===== config.mk =====
export PLATFORM = sky130hd
export DESIGN_NAME = rc_pulse_capture_and_range_map
export DESIGN_NICKNAME = d
export VERILOG_FILES = /design/src/hdl/rcpc_pkg.sv /design/src/hdl/rcpc_mul.sv /design/src/hdl/rcpc_div.sv /design/src/hdl/rc_pulse_capture_and_range_map.sv
export SDC_FILE = /design/constraint.sdc
export NUM_CORES = 2
export LEC_CHECK = 0
export ABC_AREA = 1
export ABC_CLOCK_PERIOD_IN_PS = 6850
export BUFFER_PORTS_ARGS = -buffer_cell sky130_fd_sc_hd__buf_2
export CAP_MARGIN = 20
export CORE_MARGIN = 1.5
export CORE_UTILIZATION = 60
export CTS_CLUSTER_DIAMETER = 200
export DETAILED_ROUTE_END_ITERATION = 7
export PLACE_DENSITY = 0.78
export SLEW_MARGIN = 30
export SYNTH_ARGS = -nofsm -noshare
export SYNTH_HDL_FRONTEND = slang
export SYNTH_SLANG_ARGS = --single-unit
export TNS_END_PERCENT = 20

===== constraint.sdc =====
create_clock -name clk -period 6.85 [get_ports clk]
set_clock_uncertainty 0.1 [all_clocks]
set_input_delay 0.3425 -clock clk [delete_from_list [all_inputs] [get_ports clk]]
set_output_delay 0.3425 -clock clk [all_outputs]
set_load 0.03 [all_outputs]

===== src/hdl/rcpc_pkg.sv =====
// Shared types and constants of the RC pulse capture and range map block.
// No dependencies; every other file refers to it by scoped names.
package rcpc_pkg;

  // Field widths of the stream items and registers.
  localparam int CHAN_W  = 4;
  localparam int STAMP_W = 32;
  localparam int WIDTH_W = 16;
  localparam int VAL_W   = 16;
  localparam int PROD_W  = 2 * WIDTH_W;
  localparam int RAW_W   = PROD_W + 3;

  // Register indexes on the configuration port (byte address is 4 * index).
  localparam logic [2:0] REG_ENABLE  = 3'd0;
  localparam logic [2:0] REG_IN_MIN  = 3'd1;
  localparam logic [2:0] REG_IN_MAX  = 3'd2;
  localparam logic [2:0] REG_OUT_MIN = 3'd3;
  localparam logic [2:0] REG_OUT_MAX = 3'd4;

  // Register values after reset.
  localparam logic [WIDTH_W-1:0]      IN_MIN_RST  = 16'd1000;
  localparam logic [WIDTH_W-1:0]      IN_MAX_RST  = 16'd2000;
  localparam logic signed [VAL_W-1:0] OUT_MIN_RST = 16'sd0;
  localparam logic signed [VAL_W-1:0] OUT_MAX_RST = 16'sd100;

  // Sequencer states of the top level.
  typedef enum logic [2:0] {
    ST_IDLE,
    ST_PREP,
    ST_MUL,
    ST_DIV,
    ST_SUM,
    ST_OUT
  } state_t;

  // Status of a serial arithmetic unit.
  typedef struct packed {
    logic busy;
    logic done;
  } unit_stat_t;

endpackage


===== src/hdl/rcpc_mul.sv =====
// Bit-serial unsigned multiplier, one multiplier bit per cycle.
// Depends on rcpc_pkg for widths and the status struct.
module rcpc_mul (
  input  logic                             clk,
  input  logic                             rst,
  input  logic                             start,
  input  logic [rcpc_pkg::WIDTH_W-1:0]     mcand,
  input  logic [rcpc_pkg::WIDTH_W-1:0]     mplier,
  output rcpc_pkg::unit_stat_t             stat,
  output logic [rcpc_pkg::PROD_W-1:0]      product
);

  localparam int W     = rcpc_pkg::WIDTH_W;
  localparam int CNT_W = $clog2(W);

  logic               busy;
  logic               done;
  logic [CNT_W-1:0]   cnt;
  logic [W-1:0]       mc;
  logic [W-1:0]       hi;
  logic [W-1:0]       lo;
  logic [W:0]         sum;

  // Add the multiplicand when the low bit of the multiplier is set.
  assign sum = {1'b0, hi} + (lo[0] ? {1'b0, mc} : {(W+1){1'b0}});

  // Control: a step counter that runs once per start.
  always_ff @(posedge clk) begin
    if (rst) begin
      busy <= 1'b0;
      done <= 1'b0;
      cnt  <= '0;
    end else begin
      done <= 1'b0;
      if (start) begin
        busy <= 1'b1;
        cnt  <= '0;
      end else if (busy) begin
        cnt <= cnt + 1'b1;
        if (cnt == CNT_W'(W - 1)) begin
          busy <= 1'b0;
          done <= 1'b1;
        end
      end
    end
  end

  // Datapath: shift the partial product right one bit per step.
  always_ff @(posedge clk) begin
    if (start) begin
      mc <= mcand;
      hi <= '0;
      lo <= mplier;
    end else if (busy) begin
      hi <= sum[W:1];
      lo <= {sum[0], lo[W-1:1]};
    end
  end

  assign stat    = '{busy: busy, done: done};
  assign product = {hi, lo};

endmodule


===== src/hdl/rcpc_div.sv =====
// Restoring bit-serial unsigned divider, one quotient bit per cycle.
// Depends on rcpc_pkg for widths and the status struct.
module rcpc_div (
  input  logic                             clk,
  input  logic                             rst,
  input  logic                             start,
  input  logic [rcpc_pkg::PROD_W-1:0]      dividend,
  input  logic [rcpc_pkg::WIDTH_W-1:0]     divisor,
  output rcpc_pkg::unit_stat_t             stat,
  output logic [rcpc_pkg::PROD_W-1:0]      quotient
);

  localparam int NW    = rcpc_pkg::PROD_W;
  localparam int DW    = rcpc_pkg::WIDTH_W;
  localparam int CNT_W = $clog2(NW);

  logic             busy;
  logic             done;
  logic [CNT_W-1:0] cnt;
  logic [DW-1:0]    dv;
  logic [DW-1:0]    rem;
  logic [NW-1:0]    q;
  logic [DW:0]      shifted;
  logic [DW:0]      diff;
  logic             ge;

  // One trial subtraction per step.
  assign shifted = {rem, q[NW-1]};
  assign ge      = shifted >= {1'b0, dv};
  assign diff    = shifted - {1'b0, dv};

  // Control: a step counter that runs once per start.
  always_ff @(posedge clk) begin
    if (rst) begin
      busy <= 1'b0;
      done <= 1'b0;
      cnt  <= '0;
    end else begin
      done <= 1'b0;
      if (start) begin
        busy <= 1'b1;
        cnt  <= '0;
      end else if (busy) begin
        cnt <= cnt + 1'b1;
        if (cnt == CNT_W'(NW - 1)) begin
          busy <= 1'b0;
          done <= 1'b1;
        end
      end
    end
  end

  // Datapath: dividend bits shift out at the top, quotient bits in at the bottom.
  always_ff @(posedge clk) begin
    if (start) begin
      dv  <= divisor;
      rem <= '0;
      q   <= dividend;
    end else if (busy) begin
      rem <= ge ? diff[DW-1:0] : shifted[DW-1:0];
      q   <= {q[NW-2:0], ge};
    end
  end

  assign stat     = '{busy: busy, done: done};
  assign quotient = q;

endmodule


===== src/hdl/rc_pulse_capture_and_range_map.sv =====
// Top level of the RC pulse capture and range map block.
// Depends on rcpc_pkg, rcpc_mul and rcpc_div.
//
// Each input beat on the s_ channel is one pin edge: channel, level and a
// microsecond timestamp. A rising edge on an enabled channel stores the stamp
// and is finished in the cycle it is accepted. A falling edge on an enabled
// channel measures the high time (saturated to 65535), maps it linearly from
// in_min..in_max to out_min..out_max and sends one beat on the m_ channel with
// the clamped value, the held last in-range value and an in-range flag.
// Edges on disabled or nonexistent channels are dropped without a result.
// A falling edge passes through the sequencer states in order: operands are
// formed, the serial multiplier and then the serial divider run, and the
// quotient plus out_min is registered and clamped into the output register.
// s_tready is high only while the sequencer is idle, so no edge is taken while
// a falling edge is in work; other edges are taken every cycle while it is
// idle. The result waits in an output register, so a new edge is accepted
// meanwhile; a stalled receiver holds the next falling edge in its last step.
// Reset clears all stored stamps and held values to zero and loads the
// register defaults (ranges 1000..2000 to 0..100, all channels disabled).
// Registers sit on an APB-style port at byte addresses 4 * index.
module rc_pulse_capture_and_range_map #(
  parameter int CHANNELS = 10
) (
  input  logic                  clk,
  input  logic                  rst,
  // Edge beats. s_tdata: chan [3:0], stamp [35:4], zero fill [39:36].
  input  logic                  s_tvalid,
  output logic                  s_tready,
  input  logic [39:0]           s_tdata,
  // s_tuser: level [0] (1 rising edge, 0 falling edge).
  input  logic                  s_tuser,
  // Result beats. m_tdata: out_chan [3:0], pulse_width [19:4],
  // mapped_value [35:20], held_value [51:36], zero fill [55:52].
  output logic                  m_tvalid,
  input  logic                  m_tready,
  output logic [55:0]           m_tdata,
  // m_tuser: in_range [0].
  output logic                  m_tuser,
  // Configuration port.
  input  logic                  psel,
  input  logic                  penable,
  input  logic                  pwrite,
  input  logic [4:0]            paddr,
  input  logic [31:0]           pwdata,
  output logic [31:0]           prdata,
  output logic                  pready
);

  localparam int CHAN_W  = rcpc_pkg::CHAN_W;
  localparam int STAMP_W = rcpc_pkg::STAMP_W;
  localparam int WIDTH_W = rcpc_pkg::WIDTH_W;
  localparam int VAL_W   = rcpc_pkg::VAL_W;
  localparam int PROD_W  = rcpc_pkg::PROD_W;
  localparam int RAW_W   = rcpc_pkg::RAW_W;
  localparam int IDX_W   = (CHANNELS > 1) ? $clog2(CHANNELS) : 1;

  // Configuration registers.
  logic [CHANNELS-1:0]        channel_enable;
  logic [WIDTH_W-1:0]         in_min;
  logic [WIDTH_W-1:0]         in_max;
  logic signed [VAL_W-1:0]    out_min;
  logic signed [VAL_W-1:0]    out_max;

  // Per-channel state.
  logic [STAMP_W-1:0]         rise_time [CHANNELS];
  logic signed [VAL_W-1:0]    last_valid [CHANNELS];

  // Sequencer and working registers.
  rcpc_pkg::state_t           state;
  rcpc_pkg::state_t           state_next;
  logic [CHAN_W-1:0]          cur_chan;
  logic [IDX_W-1:0]           cur_idx;
  logic [WIDTH_W-1:0]         width;
  logic                       neg;
  logic                       span_zero;
  logic [WIDTH_W-1:0]         span_mag;
  logic signed [RAW_W-1:0]    raw;

  // Output register.
  logic                       out_valid;
  logic [CHAN_W-1:0]          out_chan;
  logic [WIDTH_W-1:0]         out_width;
  logic signed [VAL_W-1:0]    out_mapped;
  logic signed [VAL_W-1:0]    out_held;
  logic                       out_in_range;

  // Input beat fields.
  logic [CHAN_W-1:0]          s_chan;
  logic [STAMP_W-1:0]         s_stamp;
  logic [IDX_W-1:0]           s_idx;
  logic [15:0]                enable_ext;
  logic                       s_enabled;
  logic                       in_fire;
  logic [STAMP_W-1:0]         diff;

  // Operand forming.
  logic signed [WIDTH_W:0]    a_val;
  logic signed [WIDTH_W:0]    b_val;
  logic signed [WIDTH_W:0]    s_val;
  logic [WIDTH_W:0]           a_abs;
  logic [WIDTH_W:0]           b_abs;
  logic [WIDTH_W:0]           s_abs;

  // Serial units.
  logic                       mul_start;
  logic                       div_start;
  rcpc_pkg::unit_stat_t       mul_stat;
  rcpc_pkg::unit_stat_t       div_stat;
  logic [PROD_W-1:0]          product;
  logic [PROD_W-1:0]          quotient;

  // Final add and clamp.
  logic [RAW_W-1:0]           q_mag;
  logic signed [RAW_W-1:0]    q_signed;
  logic signed [RAW_W-1:0]    lo_bound;
  logic signed [RAW_W-1:0]    hi_bound;
  logic                       below;
  logic                       above;
  logic                       ok;
  logic                       out_free;
  logic                       out_load;
  logic signed [VAL_W-1:0]    clamped;
  logic signed [VAL_W-1:0]    held;

  logic                       cfg_write;
  logic [2:0]                 cfg_index;

  // Input decode and channel enable check.
  assign s_chan     = s_tdata[3:0];
  assign s_stamp    = s_tdata[35:4];
  assign s_idx      = s_chan[IDX_W-1:0];
  assign enable_ext = 16'(channel_enable);
  assign s_enabled  = ({1'b0, s_chan} < 5'(CHANNELS)) && enable_ext[s_chan];
  assign in_fire    = s_tvalid && s_tready;
  assign diff       = s_stamp - rise_time[s_idx];
  assign cur_idx    = cur_chan[IDX_W-1:0];

  // Signed operands: width offset, output span and input span.
  assign a_val = $signed({1'b0, width}) - $signed({1'b0, in_min});
  assign b_val = (VAL_W+1)'(out_max) - (VAL_W+1)'(out_min);
  assign s_val = $signed({1'b0, in_max}) - $signed({1'b0, in_min});
  assign a_abs = a_val[WIDTH_W] ? -a_val : a_val;
  assign b_abs = b_val[WIDTH_W] ? -b_val : b_val;
  assign s_abs = s_val[WIDTH_W] ? -s_val : s_val;

  // Signed quotient plus out_min, then bounds check.
  assign q_mag    = span_zero ? '0 : RAW_W'(quotient);
  assign q_signed = neg ? -$signed(q_mag) : $signed(q_mag);
  assign lo_bound = RAW_W'(out_min);
  assign hi_bound = RAW_W'(out_max);
  assign below    = raw < lo_bound;
  assign above    = raw > hi_bound;
  assign ok       = !below && !above;
  assign clamped  = below ? out_min : (above ? out_max : raw[VAL_W-1:0]);
  assign held     = ok ? raw[VAL_W-1:0] : last_valid[cur_idx];
  assign out_free = !out_valid || m_tready;

  rcpc_mul u_mul (
    .clk     (clk),
    .rst     (rst),
    .start   (mul_start),
    .mcand   (a_abs[WIDTH_W-1:0]),
    .mplier  (b_abs[WIDTH_W-1:0]),
    .stat    (mul_stat),
    .product (product)
  );

  rcpc_div u_div (
    .clk      (clk),
    .rst      (rst),
    .start    (div_start),
    .dividend (product),
    .divisor  (span_mag),
    .stat     (div_stat),
    .quotient (quotient)
  );

  // Next state.
  always_comb begin
    state_next = state;
    unique case (state)
      rcpc_pkg::ST_IDLE: begin
        if (in_fire && s_enabled && !s_tuser) begin
          state_next = rcpc_pkg::ST_PREP;
        end
      end
      rcpc_pkg::ST_PREP: state_next = rcpc_pkg::ST_MUL;
      rcpc_pkg::ST_MUL: begin
        if (mul_stat.done) begin
          state_next = rcpc_pkg::ST_DIV;
        end
      end
      rcpc_pkg::ST_DIV: begin
        if (div_stat.done) begin
          state_next = rcpc_pkg::ST_SUM;
        end
      end
      rcpc_pkg::ST_SUM: state_next = rcpc_pkg::ST_OUT;
      rcpc_pkg::ST_OUT: begin
        if (out_free) begin
          state_next = rcpc_pkg::ST_IDLE;
        end
      end
      default: state_next = rcpc_pkg::ST_IDLE;
    endcase
  end

  // Sequencer outputs.
  always_comb begin
    s_tready  = 1'b0;
    mul_start = 1'b0;
    div_start = 1'b0;
    out_load  = 1'b0;
    unique case (state)
      rcpc_pkg::ST_IDLE: s_tready  = 1'b1;
      rcpc_pkg::ST_PREP: mul_start = 1'b1;
      rcpc_pkg::ST_MUL:  div_start = mul_stat.done;
      rcpc_pkg::ST_DIV:  ;
      rcpc_pkg::ST_SUM:  ;
      rcpc_pkg::ST_OUT:  out_load  = out_free;
      default: ;
    endcase
  end

  always_ff @(posedge clk) begin
    if (rst) begin
      state <= rcpc_pkg::ST_IDLE;
    end else begin
      state <= state_next;
    end
  end

  // Working registers: measured width, operand signs and the sum.
  always_ff @(posedge clk) begin
    if (in_fire && s_enabled && !s_tuser) begin
      cur_chan <= s_chan;
      width    <= (diff[STAMP_W-1:WIDTH_W] != '0) ? '1 : diff[WIDTH_W-1:0];
    end
    if (state == rcpc_pkg::ST_PREP) begin
      neg       <= a_val[WIDTH_W] ^ b_val[WIDTH_W] ^ s_val[WIDTH_W];
      span_zero <= (s_val == '0);
      span_mag  <= s_abs[WIDTH_W-1:0];
    end
    if (state == rcpc_pkg::ST_SUM) begin
      raw <= q_signed + lo_bound;
    end
  end

  // Per-channel stamps and held values.
  always_ff @(posedge clk) begin
    if (rst) begin
      for (int i = 0; i < CHANNELS; i++) begin
        rise_time[i]  <= '0;
        last_valid[i] <= '0;
      end
    end else begin
      if (in_fire && s_enabled && s_tuser) begin
        rise_time[s_idx] <= s_stamp;
      end
      if (out_load && ok) begin
        last_valid[cur_idx] <= raw[VAL_W-1:0];
      end
    end
  end

  // Output register: loads when the previous result is gone or leaving.
  always_ff @(posedge clk) begin
    if (rst) begin
      out_valid <= 1'b0;
    end else if (out_load) begin
      out_valid <= 1'b1;
    end else if (m_tready) begin
      out_valid <= 1'b0;
    end
  end

  always_ff @(posedge clk) begin
    if (out_load) begin
      out_chan     <= cur_chan;
      out_width    <= width;
      out_mapped   <= clamped;
      out_held     <= held;
      out_in_range <= ok;
    end
  end

  assign m_tvalid = out_valid;
  assign m_tdata  = {4'b0, out_held, out_mapped, out_width, out_chan};
  assign m_tuser  = out_in_range;

  // Configuration port.
  assign pready    = 1'b1;
  assign cfg_write = psel && penable && pwrite && pready;
  assign cfg_index = paddr[4:2];

  always_ff @(posedge clk) begin
    if (rst) begin
      channel_enable <= '0;
      in_min         <= rcpc_pkg::IN_MIN_RST;
      in_max         <= rcpc_pkg::IN_MAX_RST;
      out_min        <= rcpc_pkg::OUT_MIN_RST;
      out_max        <= rcpc_pkg::OUT_MAX_RST;
    end else if (cfg_write) begin
      unique case (cfg_index)
        rcpc_pkg::REG_ENABLE:  channel_enable <= pwdata[CHANNELS-1:0];
        rcpc_pkg::REG_IN_MIN:  in_min         <= pwdata[WIDTH_W-1:0];
        rcpc_pkg::REG_IN_MAX:  in_max         <= pwdata[WIDTH_W-1:0];
        rcpc_pkg::REG_OUT_MIN: out_min        <= pwdata[VAL_W-1:0];
        rcpc_pkg::REG_OUT_MAX: out_max        <= pwdata[VAL_W-1:0];
        default: ;
      endcase
    end
  end

  always_comb begin
    unique case (cfg_index)
      rcpc_pkg::REG_ENABLE:  prdata = 32'(channel_enable);
      rcpc_pkg::REG_IN_MIN:  prdata = 32'(in_min);
      rcpc_pkg::REG_IN_MAX:  prdata = 32'(in_max);
      rcpc_pkg::REG_OUT_MIN: prdata = 32'(out_min);
      rcpc_pkg::REG_OUT_MAX: prdata = 32'(out_max);
      default:               prdata = '0;
    endcase
  end

  // An in-range result always carries the same held and mapped values.
  a_held_matches: assert property (@(posedge clk) disable iff (rst)
    (m_tvalid && m_tuser) |-> (m_tdata[35:20] == m_tdata[51:36]))
    else $error("held value differs from an in-range mapped value");

  // With an ordered range the mapped value stays inside it.
  a_clamp_bounds: assert property (@(posedge clk) disable iff (rst)
    (m_tvalid && (out_min <= out_max)) |->
      (($signed(m_tdata[35:20]) >= out_min) && ($signed(m_tdata[35:20]) <= out_max)))
    else $error("mapped value outside the output range");

  // The divider only runs after the multiplier has finished.
  a_unit_order: assert property (@(posedge clk) disable iff (rst)
    div_start |-> (mul_stat.done && !mul_stat.busy))
    else $error("divider started before the product was ready");

  // No result beat is offered right after reset.
  a_reset_quiet: assert property (@(posedge clk)
    $past(rst) |-> !m_tvalid)
    else $error("result beat present after reset");

endmodule


==> metrics <==
post-DR wirelength/cell 20.90 um; number of DRC markers in iteration 0 5199; Compound-Gate Fraction of Synth Area 0.1274; #FFs+latches synth 1101; CTS sink cnt 1101; # setup viols final 0; M1 WL 59.43 mm; Antenna Nets Post-Route 0; Remaining DRCs 0; TritonCTS clock tree yes; Final period util 0.7397; yosys warns 0; ys flop type edfxtp_1; metal2 WL 72.91 mm; Post-layout nets 6388; Fin Hold WS 0.1039 ns; Adder-Cell Fraction of Synth Area 0.05190; vias in the first global route 41631; TritonCTS buffer count 110; non-filler cells in the finished layout 7415; CP Class primary input to register; Hold Crit Depth 2; cell count after placement 7187; PortBufs 149; DRT Pass-1 Iters 8; core area 92080 um^2; commonest non-fill, non-tap cell in the layout edfxtp_1; setup slack, reg-to-reg 1.89 ns; post-CTS setup buffers 0; Synth Area in XOR/XNOR 0.02628; Leakage 25.07 nW; hold violation total from the final report 0; area growth from synthesis to layout 11.45%; Tot Pwr 17.32 mW; worst r2r path cells 20; DP Wirelength 103.8 mm; clk_lat worst skew 0.72 ns; VDD IR max 0.2684 mV; max-slew violation count 0; filler instances 7082; die area 95150 um^2; crit path capture type register; number of placement rows 111; simple-gate share of the synthesized area 0.1594; critical path arrival 5.34 ns; EDFF count, synth 974; Pwr Density 277.6 nW/um^2; layout cells sized above 1 0.07146; clock slew at reported path FFs 0.06 ns; vias per inst 5.908; post-synth cell types 62; RD Place Congestion 0.9812; # IOs 177; slew of the pin with the lowest slew margin 1.007 ns; Horiz. Die Dim 308.5 um; relative slew slack 0.3287; Min Clock Period, post-route 5.067 ns; RSZ-0062 raised after global routing no; setup_tns 0 ns; Clock Tree Root clkbuf_16; area leader, netlist edfxtp_1; status complete, no violations; Worst Path Required 7.12 ns; MaxCap Viol Count 0; initial antenna violation count 3; commonest cells after routing, fill and taps aside edfxtp_1, nor2_1, nand2_1; Yosys top cell area share 0.5224; vias 43807; startpoint class of the critical path primary input; Starting Density 0.6080; Mean Syn Cell Area 9.656 um^2; Gate Count Post-Synth 5798; met3 wire len 15.11 mm; crit path max fanout 33; top post-synthesis cells by area edfxtp_1, nor2_1, nand2_1; total grt overflow 0; first-pass GRT wire length 234.8 mm; drt total wl 154.9 mm; Post-synth ARST share 0; largest family of logic cells by synthesized area simple AND/OR/NAND/NOR gates; largest net degree at the start of global routing 153; post-synthesis sequential area ratio 0.5679; height of the die 308.5 um; Synth Cell Area 55980 um^2; Worst Hold Class primary input to register; multiplexer share of the synthesized area 0.01162; H-tree levels 3; fmax 0.1974 GHz; clk buf depth 3; gr usage total 0.3246; highest metal layer with signal wires met5
-- critical path, cell delays in order --
cell	delay [ns]
dlygate4sd3_1	0.53
buf_2	0.44
inv_1	0.18
nor2_4	0.23
buf_4	0.46
nand3_1	0.13
a21oi_1	0.29
nand2_1	0.23
nor2_2	0.58
nand2_1	0.18
nor2_1	0.22
nand2_1	0.07
buf_4	0.32
nand2_2	0.70
buf_4	0.39
-- metal layers --
layer / vias up / GRT usage
met4: 2 / 0.1471
li1: 20481 / -
met2: 2230 / 0.5345
met3: 474 / 0.05731
met5: - / 0
met1: 20620 / 0.4209
-- through the flow --
stage / area [um^2] / worst slack (ns) / utilization
final: 62390 / 1.783 / 0.6776
after global routing: 62390 / 1.467 / 0.6776
after CTS: 62350 / 1.973 / 0.6772
after detailed placement: 58510 / 1.640 / 0.6355
after global placement: 58490 / 1.739 / 0.6352
after floorplan: 56720 / 0.9008 / -
-- logic make-up after synthesis --
family | after synthesis
multiplexers | 65
adder cells (fa/ha/maj) | 228
XOR/XNOR | 168
flip-flops | 1101
other | 2
buffers and inverters | 786
AND/OR/NAND/NOR | 2210
AO/OA/AOI/OAI | 1238
-- power by group --
group	total [mW]	switching, mW	internal, mW
combinational	3.16	2.18	0.975
clock	6.13	2.63	3.49
sequential	8.03	0.228	7.81
total	17.3	5.04	12.3
-- path summary, 6_finish.rpt --
path | to | start
max reg2reg | raw[34] | span_zero
min reg2reg | u_div.dv[13] | span_mag[13]
min | m_tvalid | rst
max | rise_time[8][27] | s_tdata[3]
-- flip-flops by register name, indices dropped and copies added (netlist names), 32 cells and up, named ones only --
signal,count
u_div.quotient,32
last_valid,256
rise_time,512
raw,35
-- cells in the mapped netlist (all sizes together) (6+ instances only) --
master / count
buf: 65
a21o: 17
mux2i: 65
a31oi: 27
nand3: 178
nand3b: 9
a21boi: 10
xnor2: 63
o221ai: 64
dfxtp: 127
nor2: 965
o211ai: 97
nand2: 944
o21bai: 16
a22oi: 14
a221o: 6
o21ai: 535
a221oi: 16
o22ai: 82
xor2: 105
a21oi: 328
fa: 7
or2: 8
nand4: 55
ha: 221
nor4: 8
inv: 511
o21a: 7
edfxtp: 974
clkinv: 9
clkbuf: 201
nor3: 35
-- timing repair --
action,in CTS,in global routing
resized for setup,0,0
hold buffers,18,0
endpoints found under the hold margin,75,0
-- area by class of cell --
cell class	count	area, um^2	share of cell area
Sequential cell	1101	31800	0.5096
Multi-Input combinational cell	4106	21910	0.3511
Clock buffer	140	2969	0.04759
Inverter	520	1959	0.03140
Tap cell	1243	1555	0.02493
Timing Repair Buffer	236	1513	0.02424
Clock inverter	68	690.7	0.01107
Antenna cell	1	2.502	0.00004011
Note: power is estimated with default switching activity, not from simulation.
